--- src/sv/bdlp_pkg.sv ---
// Shared types and constants for the button debouncer with long-press detection.
// No dependencies; every other file in sv/ imports this package.
`timescale 1ns / 1ps

package bdlp_pkg;

  localparam int BUTTONS              = 4;
  localparam int HISTORY_BITS_DEF     = 16;
  localparam int LONG_PRESS_BITS_DEF  = 8;
  localparam int THR_W                = 16;
  localparam int HOLD_CNT_W           = 16;
  localparam int HOLD_OUT_W           = 8;
  localparam int CFG_IDX_W            = 1;

  localparam logic [THR_W-1:0] PRESS_THR_RST   = 16'h000f;
  localparam logic [THR_W-1:0] RELEASE_THR_RST = 16'hfff0;

  // configuration register indexes
  localparam logic [CFG_IDX_W-1:0] CFG_PRESS_THR   = 1'b0;
  localparam logic [CFG_IDX_W-1:0] CFG_RELEASE_THR = 1'b1;

  typedef enum logic [1:0] {
    EV_NONE     = 2'd0,
    EV_PRESSED  = 2'd1,
    EV_RELEASED = 2'd2,
    EV_LONG     = 2'd3
  } event_t;

  typedef struct packed {
    logic level_3;
    logic level_2;
    logic level_1;
    logic level_0;
  } in_item_t;

  typedef struct packed {
    logic [1:0]            event_3;
    logic [1:0]            event_2;
    logic [1:0]            event_1;
    logic [1:0]            event_0;
    logic [HOLD_OUT_W-1:0] hold_3;
    logic [HOLD_OUT_W-1:0] hold_2;
    logic [HOLD_OUT_W-1:0] hold_1;
    logic [HOLD_OUT_W-1:0] hold_0;
  } out_item_t;

  typedef struct packed {
    event_t                ev;
    logic [HOLD_OUT_W-1:0] hold;
  } lane_res_t;

endpackage

--- src/sv/bdlp_lane.sv ---
// One debouncer lane: history shift register, up/down state and hold counter.
// Depends on bdlp_pkg.
`timescale 1ns / 1ps

module bdlp_lane import bdlp_pkg::*; #(
  parameter int HISTORY_BITS    = HISTORY_BITS_DEF,
  parameter int LONG_PRESS_BITS = LONG_PRESS_BITS_DEF
) (
  input  logic             clk,
  input  logic             rst_n,
  input  logic             adv,
  input  logic             level,
  input  logic [THR_W-1:0] press_thr,
  input  logic [THR_W-1:0] release_thr,
  output lane_res_t        res
);

  localparam int CMP_W = (HISTORY_BITS > THR_W) ? HISTORY_BITS : THR_W;

  logic [HISTORY_BITS-1:0] history_r, history_nxt;
  logic                    down_r, down_nxt;
  logic [HOLD_CNT_W-1:0]   hold_r, hold_nxt;
  logic [HOLD_CNT_W-1:0]   hold_inc, hold_shift;
  logic [CMP_W-1:0]        hist_ext;
  logic                    rel_hit, prs_hit;

  // new level enters at the top
  assign history_nxt = {level, history_r[HISTORY_BITS-1:1]};
  assign hist_ext    = CMP_W'(history_nxt);
  assign rel_hit     = hist_ext >= CMP_W'(release_thr);
  assign prs_hit     = hist_ext <= CMP_W'(press_thr);
  assign hold_inc    = hold_r + HOLD_CNT_W'(1);
  assign hold_shift  = hold_inc >> LONG_PRESS_BITS;

  always_comb begin
    down_nxt = down_r;
    hold_nxt = hold_r;
    res.ev   = EV_NONE;
    res.hold = '0;
    if (down_r) begin
      // release wins when the thresholds overlap
      if (rel_hit) begin
        down_nxt = 1'b0;
        res.ev   = EV_RELEASED;
      end else if (prs_hit) begin
        hold_nxt = hold_inc;
        if (hold_inc[LONG_PRESS_BITS-1:0] == '0) begin
          res.ev   = EV_LONG;
          res.hold = hold_shift[HOLD_OUT_W-1:0];
        end
      end else begin
        hold_nxt = '0;
      end
    end else if (prs_hit) begin
      down_nxt = 1'b1;
      hold_nxt = '0;
      res.ev   = EV_PRESSED;
    end
  end

  always_ff @(posedge clk) begin
    if (!rst_n) begin
      history_r <= '1;
      down_r    <= 1'b0;
      hold_r    <= '0;
    end else if (adv) begin
      history_r <= history_nxt;
      down_r    <= down_nxt;
      hold_r    <= hold_nxt;
    end
  end

endmodule

--- src/sv/bdlp_merge.sv ---
// Merge stage: packs the lane results into one result item and holds it in an
// output register with a skid stage. Depends on bdlp_pkg.
`timescale 1ns / 1ps

module bdlp_merge import bdlp_pkg::*; (
  input  logic                      clk,
  input  logic                      rst_n,
  input  logic                      accept,
  input  lane_res_t [BUTTONS-1:0]   lane_res,
  output logic                      skid_full,
  output logic                      out_valid,
  input  logic                      out_ready,
  output out_item_t                 out_data
);

  out_item_t merged;
  out_item_t out_data_r, skid_data_r;
  logic      out_valid_r, skid_valid_r;

  always_comb begin
    merged.event_0 = lane_res[0].ev;
    merged.event_1 = lane_res[1].ev;
    merged.event_2 = lane_res[2].ev;
    merged.event_3 = lane_res[3].ev;
    merged.hold_0  = lane_res[0].hold;
    merged.hold_1  = lane_res[1].hold;
    merged.hold_2  = lane_res[2].hold;
    merged.hold_3  = lane_res[3].hold;
  end

  always_ff @(posedge clk) begin
    if (!rst_n) begin
      out_valid_r  <= 1'b0;
      skid_valid_r <= 1'b0;
    end else if (!out_valid_r || out_ready) begin
      // no accept can happen while the skid stage is full
      if (skid_valid_r) begin
        out_valid_r  <= 1'b1;
        skid_valid_r <= 1'b0;
      end else begin
        out_valid_r  <= accept;
      end
    end else if (accept) begin
      skid_valid_r <= 1'b1;
    end
  end

  always_ff @(posedge clk) begin
    if (!out_valid_r || out_ready) begin
      if (skid_valid_r) begin
        out_data_r <= skid_data_r;
      end else if (accept) begin
        out_data_r <= merged;
      end
    end else if (accept) begin
      skid_data_r <= merged;
    end
  end

  assign skid_full = skid_valid_r;
  assign out_valid = out_valid_r;
  assign out_data  = out_data_r;

endmodule

--- src/sv/button_debouncer_long_press_top.sv ---
// Each accepted result is registered in the output register, or in the skid stage
// while the output stalls. Throughput: one sample per cycle unless the skid stage
// is full; each lane does its shift, two compares and the hold count increment
// combinationally, and the skid stage takes one more sample while output stalls.
// Reset (rst_n, synchronous): histories all ones, buttons up, hold counters zero,
// thresholds 0x000f and 0xfff0, output and skid stages empty.
`timescale 1ns / 1ps

module button_debouncer_long_press_top import bdlp_pkg::*; #(
  parameter int HISTORY_BITS    = HISTORY_BITS_DEF,
  parameter int LONG_PRESS_BITS = LONG_PRESS_BITS_DEF
) (
  input  logic                 clk,
  input  logic                 rst_n,
  input  logic                 in_valid,
  output logic                 in_ready,
  input  in_item_t             in_data,
  output logic                 out_valid,
  input  logic                 out_ready,
  output out_item_t            out_data,
  input  logic                 cfg_we,
  input  logic [CFG_IDX_W-1:0] cfg_index,
  input  logic [THR_W-1:0]     cfg_wdata
);

  logic [THR_W-1:0]        press_thr_r, release_thr_r;
  logic [BUTTONS-1:0]      levels;
  lane_res_t [BUTTONS-1:0] lane_res;
  logic                    accept, skid_full;

  always_ff @(posedge clk) begin
    if (!rst_n) begin
      press_thr_r   <= PRESS_THR_RST;
      release_thr_r <= RELEASE_THR_RST;
    end else if (cfg_we) begin
      unique case (cfg_index)
        CFG_PRESS_THR:   press_thr_r   <= cfg_wdata;
        CFG_RELEASE_THR: release_thr_r <= cfg_wdata;
        default: ;
      endcase
    end
  end

  assign levels   = {in_data.level_3, in_data.level_2, in_data.level_1, in_data.level_0};
  assign in_ready = !skid_full;
  assign accept   = in_valid && in_ready;

  for (genvar b = 0; b < BUTTONS; b++) begin : g_lane
    bdlp_lane #(
      .HISTORY_BITS    (HISTORY_BITS),
      .LONG_PRESS_BITS (LONG_PRESS_BITS)
    ) u_lane (
      .clk         (clk),
      .rst_n       (rst_n),
      .adv         (accept),
      .level       (levels[b]),
      .press_thr   (press_thr_r),
      .release_thr (release_thr_r),
      .res         (lane_res[b])
    );
  end

  bdlp_merge u_merge (
    .clk       (clk),
    .rst_n     (rst_n),
    .accept    (accept),
    .lane_res  (lane_res),
    .skid_full (skid_full),
    .out_valid (out_valid),
    .out_ready (out_ready),
    .out_data  (out_data)
  );

endmodule

--- config.mk ---
export PLATFORM = sky130hd
export DESIGN_NAME = button_debouncer_long_press_top
export DESIGN_NICKNAME = d
export VERILOG_FILES = /design/src/sv/bdlp_pkg.sv /design/src/sv/bdlp_lane.sv /design/src/sv/bdlp_merge.sv /design/src/sv/button_debouncer_long_press_top.sv
export SDC_FILE = /design/constraint.sdc
export NUM_CORES = 1
export LEC_CHECK = 0
export BUFFER_PORTS_ARGS = -buffer_cell sky130_fd_sc_hd__buf_4
export CORE_MARGIN = 3
export CORE_UTILIZATION = 67
export DETAILED_ROUTE_END_ITERATION = 8
export PLACE_DENSITY = 0.95
export SYNTH_ARGS = -nofsm -noshare
export SYNTH_HDL_FRONTEND = slang
export SYNTH_SLANG_ARGS = --single-unit
export TNS_END_PERCENT = 50
--- constraint.sdc ---
create_clock -name clk -period 9.1 [get_ports clk]
set_clock_uncertainty 0.1 [all_clocks]
set_input_delay 1.82 -clock clk [delete_from_list [all_inputs] [get_ports clk]]
set_output_delay 1.82 -clock clk [all_outputs]
set_load 0.02 [all_outputs]
==> results_dict.tcl <==
set metrics [dict create \
    grt_pass1_wl_um 55400 \
    finalPower_w 0.00257 \
    routed-via-count 11728 \
    relSlewSlack_pct 16.5 \
    grt_max_degree 102 \
    yosys-top-cells-area "dfxtp_1, edfxtp_1, ha_1" \
    syn_area_um2 13300 \
    placed_cell_area_um2 13900 \
    holdBufCountCts 0 \
    fin_crit_ns 4.46 \
    dieArea_um2 21600 \
    power_density_nw_per_um2 175 \
    power.internal_w 0.00188 \
    clkPwrFrac_pct 39.5 \
    endpoint_kind "flop" \
    synth_cell_types 79 \
    irDropWorstVdd_mv 0.159 \
    min_path_type "flop to flop" \
    hold_start "release_thr_r[2]$_SDFFE_PN0P_" \
    cts.htree.levels 1 \
    comb_power_share_pct 13.9 \
    dpl.hpwl_um 21500 \
    avgRoutedWirePerCell_um 18.7 \
    synth_cells 1478 \
    finalWeightedCongestion 0.898 \
    synth_ff_type "dfxtp_1" \
    p_leak_nw 5.91 \
    port_buffers 67 \
    setup.worst_path.start "in_data[0]" \
    switchingPower_w 0.000685 \
    synth.largest_area_cell "dfxtp_1" \
    synth_seq_area_share_pct 42.4 \
    r2r_cells 9 \
    die_w_um 147 \
    crit_required_ns 9.33 \
    yosys.area.top_type_share_pct 24.3 \
    grt_pass1_vias 11552 \
    layout-drive-gt1-share_pct 9.77 \
    clkSlewWorstSetupHoldPaths_ns 0.07 \
    avgSynthCellArea_um2 9.01 \
    finalHoldViolations 0 \
    drt_iter0_drc 1276 \
    diodes 0 \
    r2r_end "u_merge.out_data[0]$_DFFE_PP_" \
    cts_sinks 242 \
    report.final.setup_viol 0 \
    num_rows 50 \
    hold_slack_ns 0.356 \
    fin_crit_sh_pct 49.0 \
    r2r_start "release_thr_r[2]$_SDFFE_PN0P_" \
    cp_max_fo 18 \
    place_ws_ns 4.20 \
    critPathLaunchType "input port" \
    maxSlewViolCount 0 \
    routed_wl_um 33400 \
    path_class "input port to flop" \
    worstHoldPathCells 2 \
    setup_slack_ns 4.64 \
    rsz0062_at_grt "false" \
    clock_path_buffers 3 \
    insertion_delay_ns 0.53 \
    syn_nets 1640 \
    status "completed" \
    max_freq_mhz 224 \
    root_buffer "clkbuf_16" \
    finalInstanceArea_um2 14700 \
    synth_edf_count 80 \
    cts_buffers 25 \
    first_pass_iters 6 \
    floorplan.initialDensity_pct 69.6 \
    hold-path-endpoint "release_thr_r[2]$_SDFFE_PN0P_" \
    die_h_um 147 \
    viasPerCell 6.57 \
    post-cts-setup-buffer-count 0 \
    fin_nets 1669 \
    cts_resized 0 \
    drc 0 \
    async_reset_ff_share_pct 0 \
    synth-seq-cells 242 \
    sw_frac_of_total_pct 26.7 \
    yosys_warnings 0 \
    final.fill_count 1179 \
    io-pin-count 68 \
    r2r_slack_ns 5.45 \
    globalRouteOverflowTotal 0 \
    worstPathArrival_ns 4.70 \
    areaGrowthSynthToFinish_pct 10.4 \
    worst_slew_pin_slew_ns 1.25 \
    maxCapViolations 0 \
    ant_nets 0 \
    cts_tree "done" \
    antenna_found_initial 0 \
    placeableCoreArea_um2 19100 \
    grt_usage_pct 30.3 \
    seqPwrFrac_pct 46.6 \
    tns_ns 0 \
]
-- worst max-delay path by stage --
stage               depth (start not counted)  slack [ns]                                to
finish                                      8        4.64     u_merge.out_data[0]$_DFFE_PP_
global route                                8        4.41     u_merge.out_data[0]$_DFFE_PP_
CTS                                         8        4.68     u_merge.out_data[0]$_DFFE_PP_
detailed placement                          8        4.20     u_merge.out_data[4]$_DFFE_PP_
global placement                            8        4.32     u_merge.out_data[3]$_DFFE_PP_
floorplan                                   4        4.45  u_merge.skid_data_r[0]$_DFFE_PP_
-- cells in the mapped netlist (3+ instances only) --
master	n
a2111o_1	3
a211o_1	6
a211oi_1	4
a21o_1	30
a21oi_1	89
a31oi_1	9
and2_1	15
and3_1	9
and4_1	11
buf_1	7
buf_2	8
buf_6	3
clkbuf_1	51
dfxtp_1	162
edfxtp_1	80
ha_1	136
inv_1	64
mux2_2	7
mux2i_1	6
nand2_1	287
nand2b_1	15
nand3_1	104
nand3b_1	3
nand4_1	36
nor2_1	65
nor2b_1	7
nor3_1	10
nor3b_1	3
nor4_1	8
o2111ai_1	3
o211ai_1	29
o21a_1	9
o21ai_0	31
o21bai_1	5
o221ai_1	11
o22ai_1	8
o2bb2ai_1	14
o31ai_1	29
or2_2	9
or3_1	17
or4_1	4
xnor2_1	17
xor2_1	10
-- cell families after synthesis --
logic type | count (synthesis) | share of synthesized area, %
AO/OA/AOI/OAI | 313 | 16.3
XOR/XNOR | 27 | 1.78
adder cells (fa/ha/maj) | 136 | 12.8
buffers and inverters | 134 | 4.05
flip-flops | 242 | 42.4
multiplexers | 13 | 1.04
AND/OR/NAND/NOR | 613 | 21.6
-- placed cells by master, fill, tap and decap left out, drive strengths merged, types with 7 or more instances in the layout --
cell     netlist  layout
a21o          30      30
a21oi         89      89
a31oi          9       9
and2          16      16
and3          11      11
and4          11      11
buf           19      72
clkbuf        51      35
dfxtp        162     162
edfxtp        80      80
ha           136     136
inv           64      65
mux2           7       7
nand2        288     288
nand2b        15      15
nand3        104     104
nand4         37      37
nor2          65      65
nor2b          7       7
nor3          10      10
nor4           8       8
o211ai        30      30
o21a           9       9
o21ai         32      32
o221ai        12      12
o22ai          8       8
o2bb2ai       14      14
o31ai         30      30
or2           10      10
or3           18      18
xnor2         17      17
xor2          10      10
-- critical path, stage by stage --
cell	delay (ns)
buf_4	0.12
ha_1	0.31
and4_1	0.29
nand2_1	0.08
or3_1	0.43
a211oi_2	0.83
nand2_2	0.41
o31ai_1	0.39
-- cell type report --
class / instances / area (µm²) / share of cell area [%]
multi-input cells: 1102 / 7160 / 48.6
flip-flops and latches: 242 / 5650 / 38.4
clock buffers: 35 / 694 / 4.72
repair buffers: 72 / 541 / 3.67
well taps: 260 / 325 / 2.21
inverters: 64 / 240 / 1.63
clock inverters: 10 / 110 / 0.748
-- through the flow --
step,instances,utilization (%)
finish,1785,76.9
global route,1785,76.9
CTS,1785,76.9
detailed placement,1740,72.7
global placement,1740,72.7
floorplan,1478,-
-- state kept, by name, indices dropped and copies added (netlist names) --
name and count:
g_lane.u_lane.down_r 4, u_merge.out_data 40, press_thr_r 16, release_thr_r 16
g_lane.u_lane.hold_r 64, g_lane.u_lane.history_r 60, u_merge.skid_data_r 40, u_merge.skid_full 1
u_merge.out_valid 1
-- routing by layer --
layer  wire [µm]  track usage [%]  up-vias  part of all wire (%)
met1       13000             37.1     5535                    39
met2       16500             53.6      618                    49
met5           0                0        -                     0
met4        1310             13.0        0                   3.9
li1            -                -     5440                     -
met3        2600             4.26      135                   7.8
-- power by group through the flow --
stage          Combinational, W  Sequential (W)  Clock [W]
2_1_floorplan          0.000225         0.00122          0
3_3_place_gp           0.000315         0.00122          0
3_5_place_dp           0.000341         0.00122          0
4_1_cts                0.000349         0.00120    0.00102
5_1_grt                0.000393         0.00120    0.00107
6_report               0.000356         0.00120    0.00102
Note: power is estimated with default switching activity, not from simulation.
